$ cat src/sv/arf_pkg.sv
`timescale 1ns / 1ps

package arf_pkg;

   localparam int SAMPLE_BITS = 16;
   localparam int MAG_BITS = SAMPLE_BITS + 1;
   localparam int PROD_BITS = 2 * MAG_BITS;
   localparam int ENV_BITS = 16;
   localparam int SUM_BITS = 48;
   localparam int INDEX_BITS = 32;

   localparam logic [2:0] CSR_ATTACK = 3'd0;
   localparam logic [2:0] CSR_RELEASE = 3'd1;
   localparam logic [2:0] CSR_MODE = 3'd2;
   localparam logic [2:0] CSR_CHANNELS = 3'd3;
   localparam logic [2:0] CSR_INTERVAL = 3'd4;

   localparam logic DETECT_SQUARE = 1'b0;
   localparam logic DETECT_PEAK = 1'b1;
   localparam logic [1:0] CHANNELS_STEREO = 2'd2;

   localparam logic KIND_POINT = 1'b0;
   localparam logic KIND_SUMMARY = 1'b1;

   typedef struct packed {
      logic signed [SAMPLE_BITS-1:0] sample_left;
      logic signed [SAMPLE_BITS-1:0] sample_right;
      logic last_frame;
   } req_type;

   typedef struct packed {
      logic result_kind;
      logic [ENV_BITS-1:0] envelope;
      logic [INDEX_BITS-1:0] frame_index;
      logic [SUM_BITS-1:0] amplitude_sum;
      logic [31:0] point_count;
      logic last;
   } rsp_type;

   typedef struct packed {
      logic [15:0] attack_coefficient;
      logic [15:0] release_coefficient;
      logic detector_mode;
      logic [1:0] channel_count;
      logic [15:0] points_interval;
   } cfg_type;

   typedef struct packed {
      logic [MAG_BITS-1:0] magnitude;
      logic last_frame;
   } item_type;

endpackage

$ cat src/sv/attack_release_envelope_follower.sv
`timescale 1ns / 1ps

// Attack/release envelope follower. Each item is one audio frame; its magnitude is formed as it
// enters a two-item queue, and a sequencer then squares it (or takes the peak), runs the one-pole
// smoother and updates the run counters, one multiplier step per cycle. A frame takes the detect,
// smoothing and point steps, then a summary step if it is last; each new frame is taken as the
// one before leaves these steps. Results go out through a two-item queue; an envelope point is
// emitted on every frame at the start of a point interval, and the last frame of a run adds a
// summary with the saturating sum and count of the run's points. Configuration is written through
// the csr port; the user must do so only while no frame is in flight; the block does not check.
module attack_release_envelope_follower #(
   parameter int COUNT_BITS = 32
) (
   input  logic             clock,
   input  logic             reset,
   input  logic             push,
   input  arf_pkg::req_type req_data,
   output logic             full,
   output logic             empty,
   input  logic             pop,
   output arf_pkg::rsp_type rsp_data,
   input  logic             csr_write,
   input  logic [2:0]       csr_index,
   input  logic [15:0]      csr_data
);

   import arf_pkg::*;

   cfg_type cfg_ff, cfg_in;
   item_type item;
   logic item_valid;
   logic item_pop;
   logic out_full;
   logic out_push;
   rsp_type out_data;

   always_comb begin
      cfg_in = cfg_ff;
      if (csr_write) begin
         unique case (csr_index)
            CSR_ATTACK: cfg_in.attack_coefficient = csr_data;
            CSR_RELEASE: cfg_in.release_coefficient = csr_data;
            CSR_MODE: cfg_in.detector_mode = csr_data[0];
            CSR_CHANNELS: cfg_in.channel_count = csr_data[1:0];
            CSR_INTERVAL: cfg_in.points_interval = csr_data;
            default: begin
            end
         endcase
      end
   end

   always_ff @(posedge clock) begin
      if (reset) begin
         cfg_ff.attack_coefficient <= 16'd65387;
         cfg_ff.release_coefficient <= 16'd65521;
         cfg_ff.detector_mode <= DETECT_SQUARE;
         cfg_ff.channel_count <= 2'd1;
         cfg_ff.points_interval <= 16'd1024;
      end else begin
         cfg_ff <= cfg_in;
      end
   end

   arf_front u_front (
      .clock(clock),
      .reset(reset),
      .cfg(cfg_ff),
      .push(push),
      .req_data(req_data),
      .full(full),
      .item_valid(item_valid),
      .item_pop(item_pop),
      .item(item)
   );

   arf_back #(
      .COUNT_BITS(COUNT_BITS)
   ) u_back (
      .clock(clock),
      .reset(reset),
      .cfg(cfg_ff),
      .item_valid(item_valid),
      .item(item),
      .item_pop(item_pop),
      .out_full(out_full),
      .out_push(out_push),
      .out_data(out_data)
   );

   arf_fifo #(
      .WIDTH($bits(rsp_type)),
      .DEPTH(2)
   ) u_result_queue (
      .clock(clock),
      .reset(reset),
      .push(out_push),
      .push_data(out_data),
      .full(out_full),
      .pop(pop),
      .pop_data(rsp_data),
      .empty(empty)
   );

endmodule

$ cat src/sv/arf_fifo.sv
`timescale 1ns / 1ps

module arf_fifo #(
   parameter int WIDTH = 8,
   parameter int DEPTH = 2
) (
   input  logic             clock,
   input  logic             reset,
   input  logic             push,
   input  logic [WIDTH-1:0] push_data,
   output logic             full,
   input  logic             pop,
   output logic [WIDTH-1:0] pop_data,
   output logic             empty
);

   localparam int AW = (DEPTH > 1) ? $clog2(DEPTH) : 1;
   localparam int CW = $clog2(DEPTH + 1);
   localparam logic [AW-1:0] LAST_SLOT = AW'(DEPTH - 1);
   localparam logic [CW-1:0] FULL_COUNT = CW'(DEPTH);

   logic [WIDTH-1:0] mem_ff [DEPTH];
   logic [AW-1:0] wr_ptr_ff, wr_ptr_in;
   logic [AW-1:0] rd_ptr_ff, rd_ptr_in;
   logic [CW-1:0] count_ff, count_in;
   logic do_push, do_pop;

   assign full = (count_ff == FULL_COUNT);
   assign empty = (count_ff == '0);
   assign do_push = push && !full;
   assign do_pop = pop && !empty;
   assign pop_data = mem_ff[rd_ptr_ff];

   always_comb begin
      wr_ptr_in = wr_ptr_ff;
      rd_ptr_in = rd_ptr_ff;
      count_in = count_ff;
      if (do_push) begin
         wr_ptr_in = (wr_ptr_ff == LAST_SLOT) ? '0 : wr_ptr_ff + 1'b1;
      end
      if (do_pop) begin
         rd_ptr_in = (rd_ptr_ff == LAST_SLOT) ? '0 : rd_ptr_ff + 1'b1;
      end
      if (do_push && !do_pop) begin
         count_in = count_ff + 1'b1;
      end else if (do_pop && !do_push) begin
         count_in = count_ff - 1'b1;
      end
   end

   always_ff @(posedge clock) begin
      if (reset) begin
         wr_ptr_ff <= '0;
         rd_ptr_ff <= '0;
         count_ff <= '0;
      end else begin
         wr_ptr_ff <= wr_ptr_in;
         rd_ptr_ff <= rd_ptr_in;
         count_ff <= count_in;
      end
   end

   always_ff @(posedge clock) begin
      if (do_push) begin
         mem_ff[wr_ptr_ff] <= push_data;
      end
   end

   a_count_bound: assert property (@(posedge clock) disable iff (reset)
      count_ff <= FULL_COUNT)
      else $error("fifo count above depth");

   a_push_grows: assert property (@(posedge clock) disable iff (reset)
      (do_push && !do_pop) |=> (count_ff == $past(count_ff) + 1'b1))
      else $error("fifo count did not grow on push");

   a_pop_shrinks: assert property (@(posedge clock) disable iff (reset)
      (do_pop && !do_push) |=> (count_ff == $past(count_ff) - 1'b1))
      else $error("fifo count did not shrink on pop");

endmodule

$ cat src/sv/arf_front.sv
`timescale 1ns / 1ps

module arf_front (
   input  logic              clock,
   input  logic              reset,
   input  arf_pkg::cfg_type  cfg,
   input  logic              push,
   input  arf_pkg::req_type  req_data,
   output logic              full,
   output logic              item_valid,
   input  logic              item_pop,
   output arf_pkg::item_type item
);

   import arf_pkg::*;

   logic signed [MAG_BITS-1:0] frame_value;
   logic [MAG_BITS-1:0] magnitude;
   item_type classified;
   logic queue_empty;

   // The frame value is kept at twice the sample scale so that the stereo average is exact.
   always_comb begin
      if (cfg.channel_count == CHANNELS_STEREO) begin
         frame_value = MAG_BITS'(req_data.sample_left) + MAG_BITS'(req_data.sample_right);
      end else begin
         frame_value = {req_data.sample_left, 1'b0};
      end
      magnitude = frame_value[MAG_BITS-1] ? MAG_BITS'(-frame_value) : MAG_BITS'(frame_value);
      classified.magnitude = magnitude;
      classified.last_frame = req_data.last_frame;
   end

   arf_fifo #(
      .WIDTH($bits(item_type)),
      .DEPTH(2)
   ) u_queue (
      .clock(clock),
      .reset(reset),
      .push(push),
      .push_data(classified),
      .full(full),
      .pop(item_pop),
      .pop_data(item),
      .empty(queue_empty)
   );

   assign item_valid = !queue_empty;

endmodule

$ cat src/sv/arf_back.sv
`timescale 1ns / 1ps

module arf_back #(
   parameter int COUNT_BITS = 32
) (
   input  logic              clock,
   input  logic              reset,
   input  arf_pkg::cfg_type  cfg,
   input  logic              item_valid,
   input  arf_pkg::item_type item,
   output logic              item_pop,
   input  logic              out_full,
   output logic              out_push,
   output arf_pkg::rsp_type  out_data
);

   import arf_pkg::*;

   localparam logic [2:0] S_IDLE = 3'd0;
   localparam logic [2:0] S_DETECT = 3'd1;
   localparam logic [2:0] S_SMOOTH1 = 3'd2;
   localparam logic [2:0] S_SMOOTH2 = 3'd3;
   localparam logic [2:0] S_POINT = 3'd4;
   localparam logic [2:0] S_SUMMARY = 3'd5;

   localparam logic [COUNT_BITS-1:0] COUNT_MAX = '1;
   localparam logic [SUM_BITS-1:0] SUM_MAX = '1;
   localparam logic [ENV_BITS:0] UNITY = (ENV_BITS + 1)'(1) << ENV_BITS;

   logic [2:0] state_ff, state_in;
   logic [MAG_BITS-1:0] mag_ff, mag_in;
   logic last_ff, last_in;
   logic [PROD_BITS-1:0] prod_ff, prod_in;
   logic [ENV_BITS-1:0] det_ff, det_in;
   logic [15:0] coef_ff, coef_in;
   logic [2*ENV_BITS-1:0] acc_ff, acc_in;
   logic [ENV_BITS-1:0] env_ff, env_in;
   logic [COUNT_BITS-1:0] frame_ff, frame_in;
   logic [15:0] phase_ff, phase_in;
   logic [SUM_BITS-1:0] sum_ff, sum_in;
   logic [COUNT_BITS-1:0] cnt_ff, cnt_in;

   logic [ENV_BITS-1:0] det_value;
   logic [ENV_BITS:0] coef_rest;
   logic [2*ENV_BITS:0] rel_prod;
   logic [2*ENV_BITS:0] smooth_sum;
   logic [SUM_BITS:0] sum_add;
   logic [15:0] interval;
   logic [16:0] phase_next;
   logic point_due;
   logic point_go;
   logic summary_go;
   logic take;

   assign point_due = (phase_ff == '0);
   assign point_go = (state_ff == S_POINT) && !(point_due && out_full);
   assign summary_go = (state_ff == S_SUMMARY) && !out_full;
   assign take = item_valid
      && ((state_ff == S_IDLE) || (point_go && !last_ff) || summary_go);
   assign item_pop = take;

   assign interval = (cfg.points_interval == '0) ? 16'd1 : cfg.points_interval;
   assign phase_next = 17'(phase_ff) + 17'd1;

   always_comb begin
      if (cfg.detector_mode == DETECT_PEAK) begin
         det_value = mag_ff[MAG_BITS-1] ? '1 : mag_ff[ENV_BITS-1:0];
      end else begin
         det_value = (|prod_ff[PROD_BITS-1:2*ENV_BITS]) ? '1
            : prod_ff[2*ENV_BITS-1:ENV_BITS];
      end
      coef_rest = UNITY - (ENV_BITS + 1)'(coef_ff);
      rel_prod = (2 * ENV_BITS + 1)'(coef_rest) * (2 * ENV_BITS + 1)'(det_ff);
      smooth_sum = (2 * ENV_BITS + 1)'(acc_ff) + rel_prod;
      sum_add = (SUM_BITS + 1)'(sum_ff) + (SUM_BITS + 1)'(env_ff);
   end

   always_comb begin
      state_in = state_ff;
      mag_in = mag_ff;
      last_in = last_ff;
      prod_in = prod_ff;
      det_in = det_ff;
      coef_in = coef_ff;
      acc_in = acc_ff;
      env_in = env_ff;
      frame_in = frame_ff;
      phase_in = phase_ff;
      sum_in = sum_ff;
      cnt_in = cnt_ff;
      out_push = 1'b0;
      out_data.result_kind = KIND_POINT;
      out_data.envelope = env_ff;
      out_data.frame_index = INDEX_BITS'(frame_ff);
      out_data.amplitude_sum = '0;
      out_data.point_count = '0;
      out_data.last = !last_ff;

      unique case (state_ff)
         S_IDLE: begin
         end
         S_DETECT: begin
            prod_in = PROD_BITS'(mag_ff) * PROD_BITS'(mag_ff);
            state_in = S_SMOOTH1;
         end
         S_SMOOTH1: begin
            det_in = det_value;
            coef_in = (det_value > env_ff) ? cfg.attack_coefficient : cfg.release_coefficient;
            acc_in = (2 * ENV_BITS)'(coef_in) * (2 * ENV_BITS)'(env_ff);
            state_in = S_SMOOTH2;
         end
         S_SMOOTH2: begin
            env_in = smooth_sum[2*ENV_BITS-1:ENV_BITS];
            state_in = S_POINT;
         end
         S_POINT: begin
            if (point_go) begin
               if (point_due) begin
                  out_push = 1'b1;
                  sum_in = sum_add[SUM_BITS] ? SUM_MAX : sum_add[SUM_BITS-1:0];
                  if (cnt_ff != COUNT_MAX) begin
                     cnt_in = cnt_ff + 1'b1;
                  end
               end
               if (last_ff) begin
                  state_in = S_SUMMARY;
               end else begin
                  frame_in = frame_ff + 1'b1;
                  phase_in = (phase_next >= 17'(interval)) ? '0 : phase_next[15:0];
                  state_in = S_IDLE;
               end
            end
         end
         S_SUMMARY: begin
            out_data.result_kind = KIND_SUMMARY;
            out_data.amplitude_sum = sum_ff;
            out_data.point_count = 32'(cnt_ff);
            out_data.last = 1'b1;
            if (summary_go) begin
               out_push = 1'b1;
               frame_in = '0;
               phase_in = '0;
               sum_in = '0;
               cnt_in = '0;
               state_in = S_IDLE;
            end
         end
         default: begin
            state_in = S_IDLE;
         end
      endcase

      if (take) begin
         mag_in = item.magnitude;
         last_in = item.last_frame;
         state_in = S_DETECT;
      end
   end

   always_ff @(posedge clock) begin
      if (reset) begin
         state_ff <= S_IDLE;
         env_ff <= '0;
         frame_ff <= '0;
         phase_ff <= '0;
         sum_ff <= '0;
         cnt_ff <= '0;
      end else begin
         state_ff <= state_in;
         env_ff <= env_in;
         frame_ff <= frame_in;
         phase_ff <= phase_in;
         sum_ff <= sum_in;
         cnt_ff <= cnt_in;
      end
   end

   always_ff @(posedge clock) begin
      mag_ff <= mag_in;
      last_ff <= last_in;
      prod_ff <= prod_in;
      det_ff <= det_in;
      coef_ff <= coef_in;
      acc_ff <= acc_in;
   end

   a_summary_needs_last: assert property (@(posedge clock) disable iff (reset)
      (state_ff == S_SUMMARY) |-> last_ff)
      else $error("summary state entered for a frame not marked last");

   a_summary_clears: assert property (@(posedge clock) disable iff (reset)
      (out_push && out_data.result_kind == KIND_SUMMARY)
      |=> (sum_ff == '0 && cnt_ff == '0 && frame_ff == '0))
      else $error("run counters not cleared after summary");

   a_push_has_room: assert property (@(posedge clock) disable iff (reset)
      out_push |-> !out_full)
      else $error("result pushed into a full queue");

   a_envelope_holds: assert property (@(posedge clock) disable iff (reset)
      (state_ff != S_SMOOTH2) |=> $stable(env_ff))
      else $error("envelope changed outside the smoothing step");

endmodule

$ cat config.mk
export PLATFORM = sky130hd
export DESIGN_NAME = attack_release_envelope_follower
export DESIGN_NICKNAME = d
export VERILOG_FILES = /design/src/sv/arf_pkg.sv /design/src/sv/attack_release_envelope_follower.sv /design/src/sv/arf_fifo.sv /design/src/sv/arf_front.sv /design/src/sv/arf_back.sv
export SDC_FILE = /design/constraint.sdc
export NUM_CORES = 2
export LEC_CHECK = 0
export ABC_AREA = 1
export BUFFER_PORTS_ARGS = -buffer_cell sky130_fd_sc_hd__buf_2
export CAP_MARGIN = 25
export CORE_MARGIN = 2
export CORE_UTILIZATION = 58
export CTS_CLUSTER_SIZE = 14
export DETAILED_ROUTE_END_ITERATION = 8
export PLACE_DENSITY = 0.83
export SETUP_SLACK_MARGIN = 0.02
export SLEW_MARGIN = 0
export SYNTH_ARGS = -nofsm -noshare
export SYNTH_HDL_FRONTEND = slang
export SYNTH_SLANG_ARGS = --single-unit
$ cat constraint.sdc
create_clock -name clock -period 8 [get_ports clock]
set_input_delay 0.8 -clock clock [delete_from_list [all_inputs] [get_ports clock]]
set_output_delay 0.8 -clock clock [all_outputs]
set_load 0.005 [all_outputs]
==> impl_metrics.yaml <==
status:
  status: "finished clean"
critical_path:
  crit_path_end: "u_back.acc_ff[26]$_DFFE_PP_"
  critPathSlowestCell: "fa_1"
  path_buf_inv: 12
  crit_start: "u_back.prod_ff[32]$_DFFE_PP_"
  startpoint_type: "flop"
  cp.depth: 36
  critPathRequiredTime_ps: 8390
  cp_top_family: "adder cells"
  arrival_ps: 8180
  worstSetupPathType: "flop to flop"
  cp_common_cell: "fa_1"
  timing.rr.start: "u_back.prod_ff[32]$_DFFE_PP_"
  r2r_slack_ps: 220
  end_kind: "flop"
  critPathMaxFanout: 7
  r2r_cells: 36
  max_stage_delay_ps: 560
  rr_endpoint: "u_back.acc_ff[26]$_DFFE_PP_"
yosys:
  synthXorXnorAreaFrac: 0.0240
  synthesis.nets: 7487
  async_flop_share: 0
  synth.area.mux_share: 0.0266
  synth_seq_cells: 603
  synth_simple_gate_area_frac: 0.181
  ys_dominant_reg_cell: "edfxtp_1"
  ys_warn_count: 0
  synth_area_per_cell_um2: 8.57
  ys_seq_area_frac: 0.291
  yosys.area_share.adder: 0.312
  syn_area_um2: 55100
  synth_top_family_by_area: "adder cells"
  syn_inst: 6429
  synth_edf_count: 396
  yosys.cell_types.count: 60
  synth_compound_area_frac: 0.0589
die:
  fp.dieW_um: 312
  dieArea_um2: 97500
  fp-row-count: 113
  ios: 189
  die_h_um: 312
  core_area_um2: 94600
  initial_core_util: 0.583
placed_design:
  gp_congestion: 0.980
  dpl.hpwl_mm: 115
  place_ws_ps: -54.7
  postPlaceCellArea_um2: 58200
  portBuffers: 188
global_routing:
  grt_max_degree: 103
  antenna_found_initial: 1
  grtUsageTotal: 0.305
  grt_pass1_vias: 44600
  grt.overflow.total: 0
  grt_pass1_wl_mm: 237
clock_tree:
  hold_buffers: 0
  clk-insertion-delay-late_ps: 660
  cts_tree: "yes"
  path_clk_slew_ps: 60
  root_buffer: "clkbuf_16"
  clock-sinks: 603
  cts_inserted_buffers: 61
  cts_buffer_depth: 3
  htreeDepth: 2
sta:
  relSlewSlack: 0.309
  setup_viol: 0
  tightest_slew_ps: 1040
  fin_skew_ps: 33.2
  finalCritPeriodShare: 0.973
  drv_slew: 0
  fmax_mhz: 129
  worst_slack_ps: 218
  rsz0062_at_grt: "true"
  hold_viol_final: 0
  period_needed_ps: 7780
drt:
  ant_nets: 0
  num_vias: 44400
  drt-pass1-iter-count: 7
  wl_per_cell_um: 18.6
  drt-vias-per-instance: 5.56
  finalWirelength_mm: 149
  drtIter0Drc: 4142
  drc_errors: 0
run:
  drv_cap: 0
finish:
  final_common_cell: "nand2_1"
  diodes: 0
  final_cell_mix: "nand2_1, inv_1, fa_1"
  layout-drive-gt1-share: 0.117
  areaGrowthSynthToFinish_pct: 10.8
  stdcell_area_um2: 61000
  nNetsFinal: 7723
hold_path:
  hold_class: "input port to flop"
cell families (layout without fill, tap and decap cells):
group	after synthesis	count (layout)
fa+ha+maj	1001	1001
buf+inv	1551	1839
flops	603	603
xor+xnor	151	151
mux	130	130
compound gates	582	582
simple gates	2411	2411
worst min path at each step:
stage	from	to	slack [ps]	depth (start not counted)
2_1_floorplan	cfg_ff[40]$_SDFFE_PP1P_	cfg_ff[40]$_SDFFE_PP1P_	420	2
3_3_place_gp	cfg_ff[49]$_SDFFE_PP1P_	cfg_ff[49]$_SDFFE_PP1P_	430	2
3_5_place_dp	cfg_ff[44]$_SDFFE_PP1P_	cfg_ff[44]$_SDFFE_PP1P_	440	2
4_1_cts	csr_data[1]	cfg_ff[36]$_SDFFE_PP1P_	370	3
5_1_grt	req_data[0]	u_front.u_queue.mem_ff[0][0]$_DFFE_PP_	410	1
6_report	csr_data[1]	cfg_ff[36]$_SDFFE_PP1P_	410	3
registers in the layout, indices dropped and copies added, names as in the netlist, named ones only:
| name | flops |
|---|---|
| u_back.prod_ff | 18 |
| u_back.det_ff | 16 |
| u_back.cnt_ff | 32 |
| u_back.last_ff | 1 |
| u_front.u_queue.count_ff | 2 |
| u_back.mag_ff | 17 |
| u_back.acc_ff | 32 |
| u_result_queue.wr_ptr_ff | 1 |
| u_result_queue.rd_ptr_ff | 1 |
| u_result_queue.count_ff | 2 |
| u_back.env_ff | 16 |
| u_result_queue.mem_ff | 260 |
| u_back.coef_ff | 16 |
| cfg_ff | 51 |
| u_back.phase_ff | 16 |
| u_back.frame_ff | 32 |
| u_back.sum_ff | 48 |
| u_back.state_ff | 3 |
| u_front.u_queue.wr_ptr_ff | 1 |
| u_front.u_queue.mem_ff | 36 |
| u_front.u_queue.rd_ptr_ff | 1 |
cell usage after synthesis, types with 3 or more instances:
master    number  area (µm²)
nand3_1      205        1030
o21a_1         6        45.0
o21bai_1      15         113
a31o_2         3        26.3
clkbuf_1     172         646
nor3_1       122         611
o32ai_1       15         131
a221oi_1       6        52.6
a31oi_1       17         106
buf_2         22         110
nand2_1     1350        5070
nand4_1       76         475
dfxtp_1      207        4140
a21o_1        11        82.6
a21boi_0       5        37.5
nand3b_1      15         113
a21oi_1      307        1540
o21ai_0      153         766
xnor2_1       48         420
inv_1       1320        4950
clkinv_1       9        33.8
nor4_1        33         206
or2_2         15        93.8
edfxtp_1     396       11900
nor2_1       569        2140
buf_4          4        30.0
ha_1         379        4740
inv_2         12        45.0
buf_1          9        33.8
fa_1         622       12500
o211ai_1      24         180
nand3_2       10         100
mux2_2       130        1460
xor2_1       103         902
a211oi_1       3        22.5
metrics by stage:
step	cells	setup TNS [ps]	hold slack, ps	util
after global routing	7982	-370	405	0.645
after floorplan	6429	0	420	-
after global placement	7843	0	433	0.615
final	7982	0	410	0.645
after detailed placement	7843	-78.2	443	0.615
after CTS	7958	0	375	0.637
layer usage:
layer	up-vias	wire length, µm	track usage
met5	-	0	0
met4	0	4860	0.0947
met3	316	11800	0.0423
met2	1821	69900	0.501
met1	21700	62100	0.420
li1	20600	-	-
cell type report:
type,instances,area [µm²]
multi-input combinational,4275,33800
fill,7755,33500
sequential,603,16000
inverter,1343,5070
timing repair buffer,380,2510
clock buffer,83,1750
tap,1265,1580
clock inverter,32,325
timing repair inverter,1,7.51
worst reg2reg max path: cells and delay by family (launching register included):
kind / cells / cell delay, ps
AOI/OAI and AO/OA: 5 / 780
xor gates and xnor gates: 1 / 130
and+or+nand+nor: 10 / 1130
buffers and inverters: 12 / 1500
DFF: 1 / 410
adders and majority gates: 8 / 3560
what timing repair did:
item | in CTS | in global routing
endpoints found under the setup margin | 9 | 35
pin swaps | 0 | 33
hold endpoints to repair | 0 | 0
cloned | 0 | 2
gates resized for setup | 5 | 143
buffers inserted | 0 | 20
Power is not shown: default switching activity piles up to over one toggle a cycle in this logic, so the estimate is an artifact.
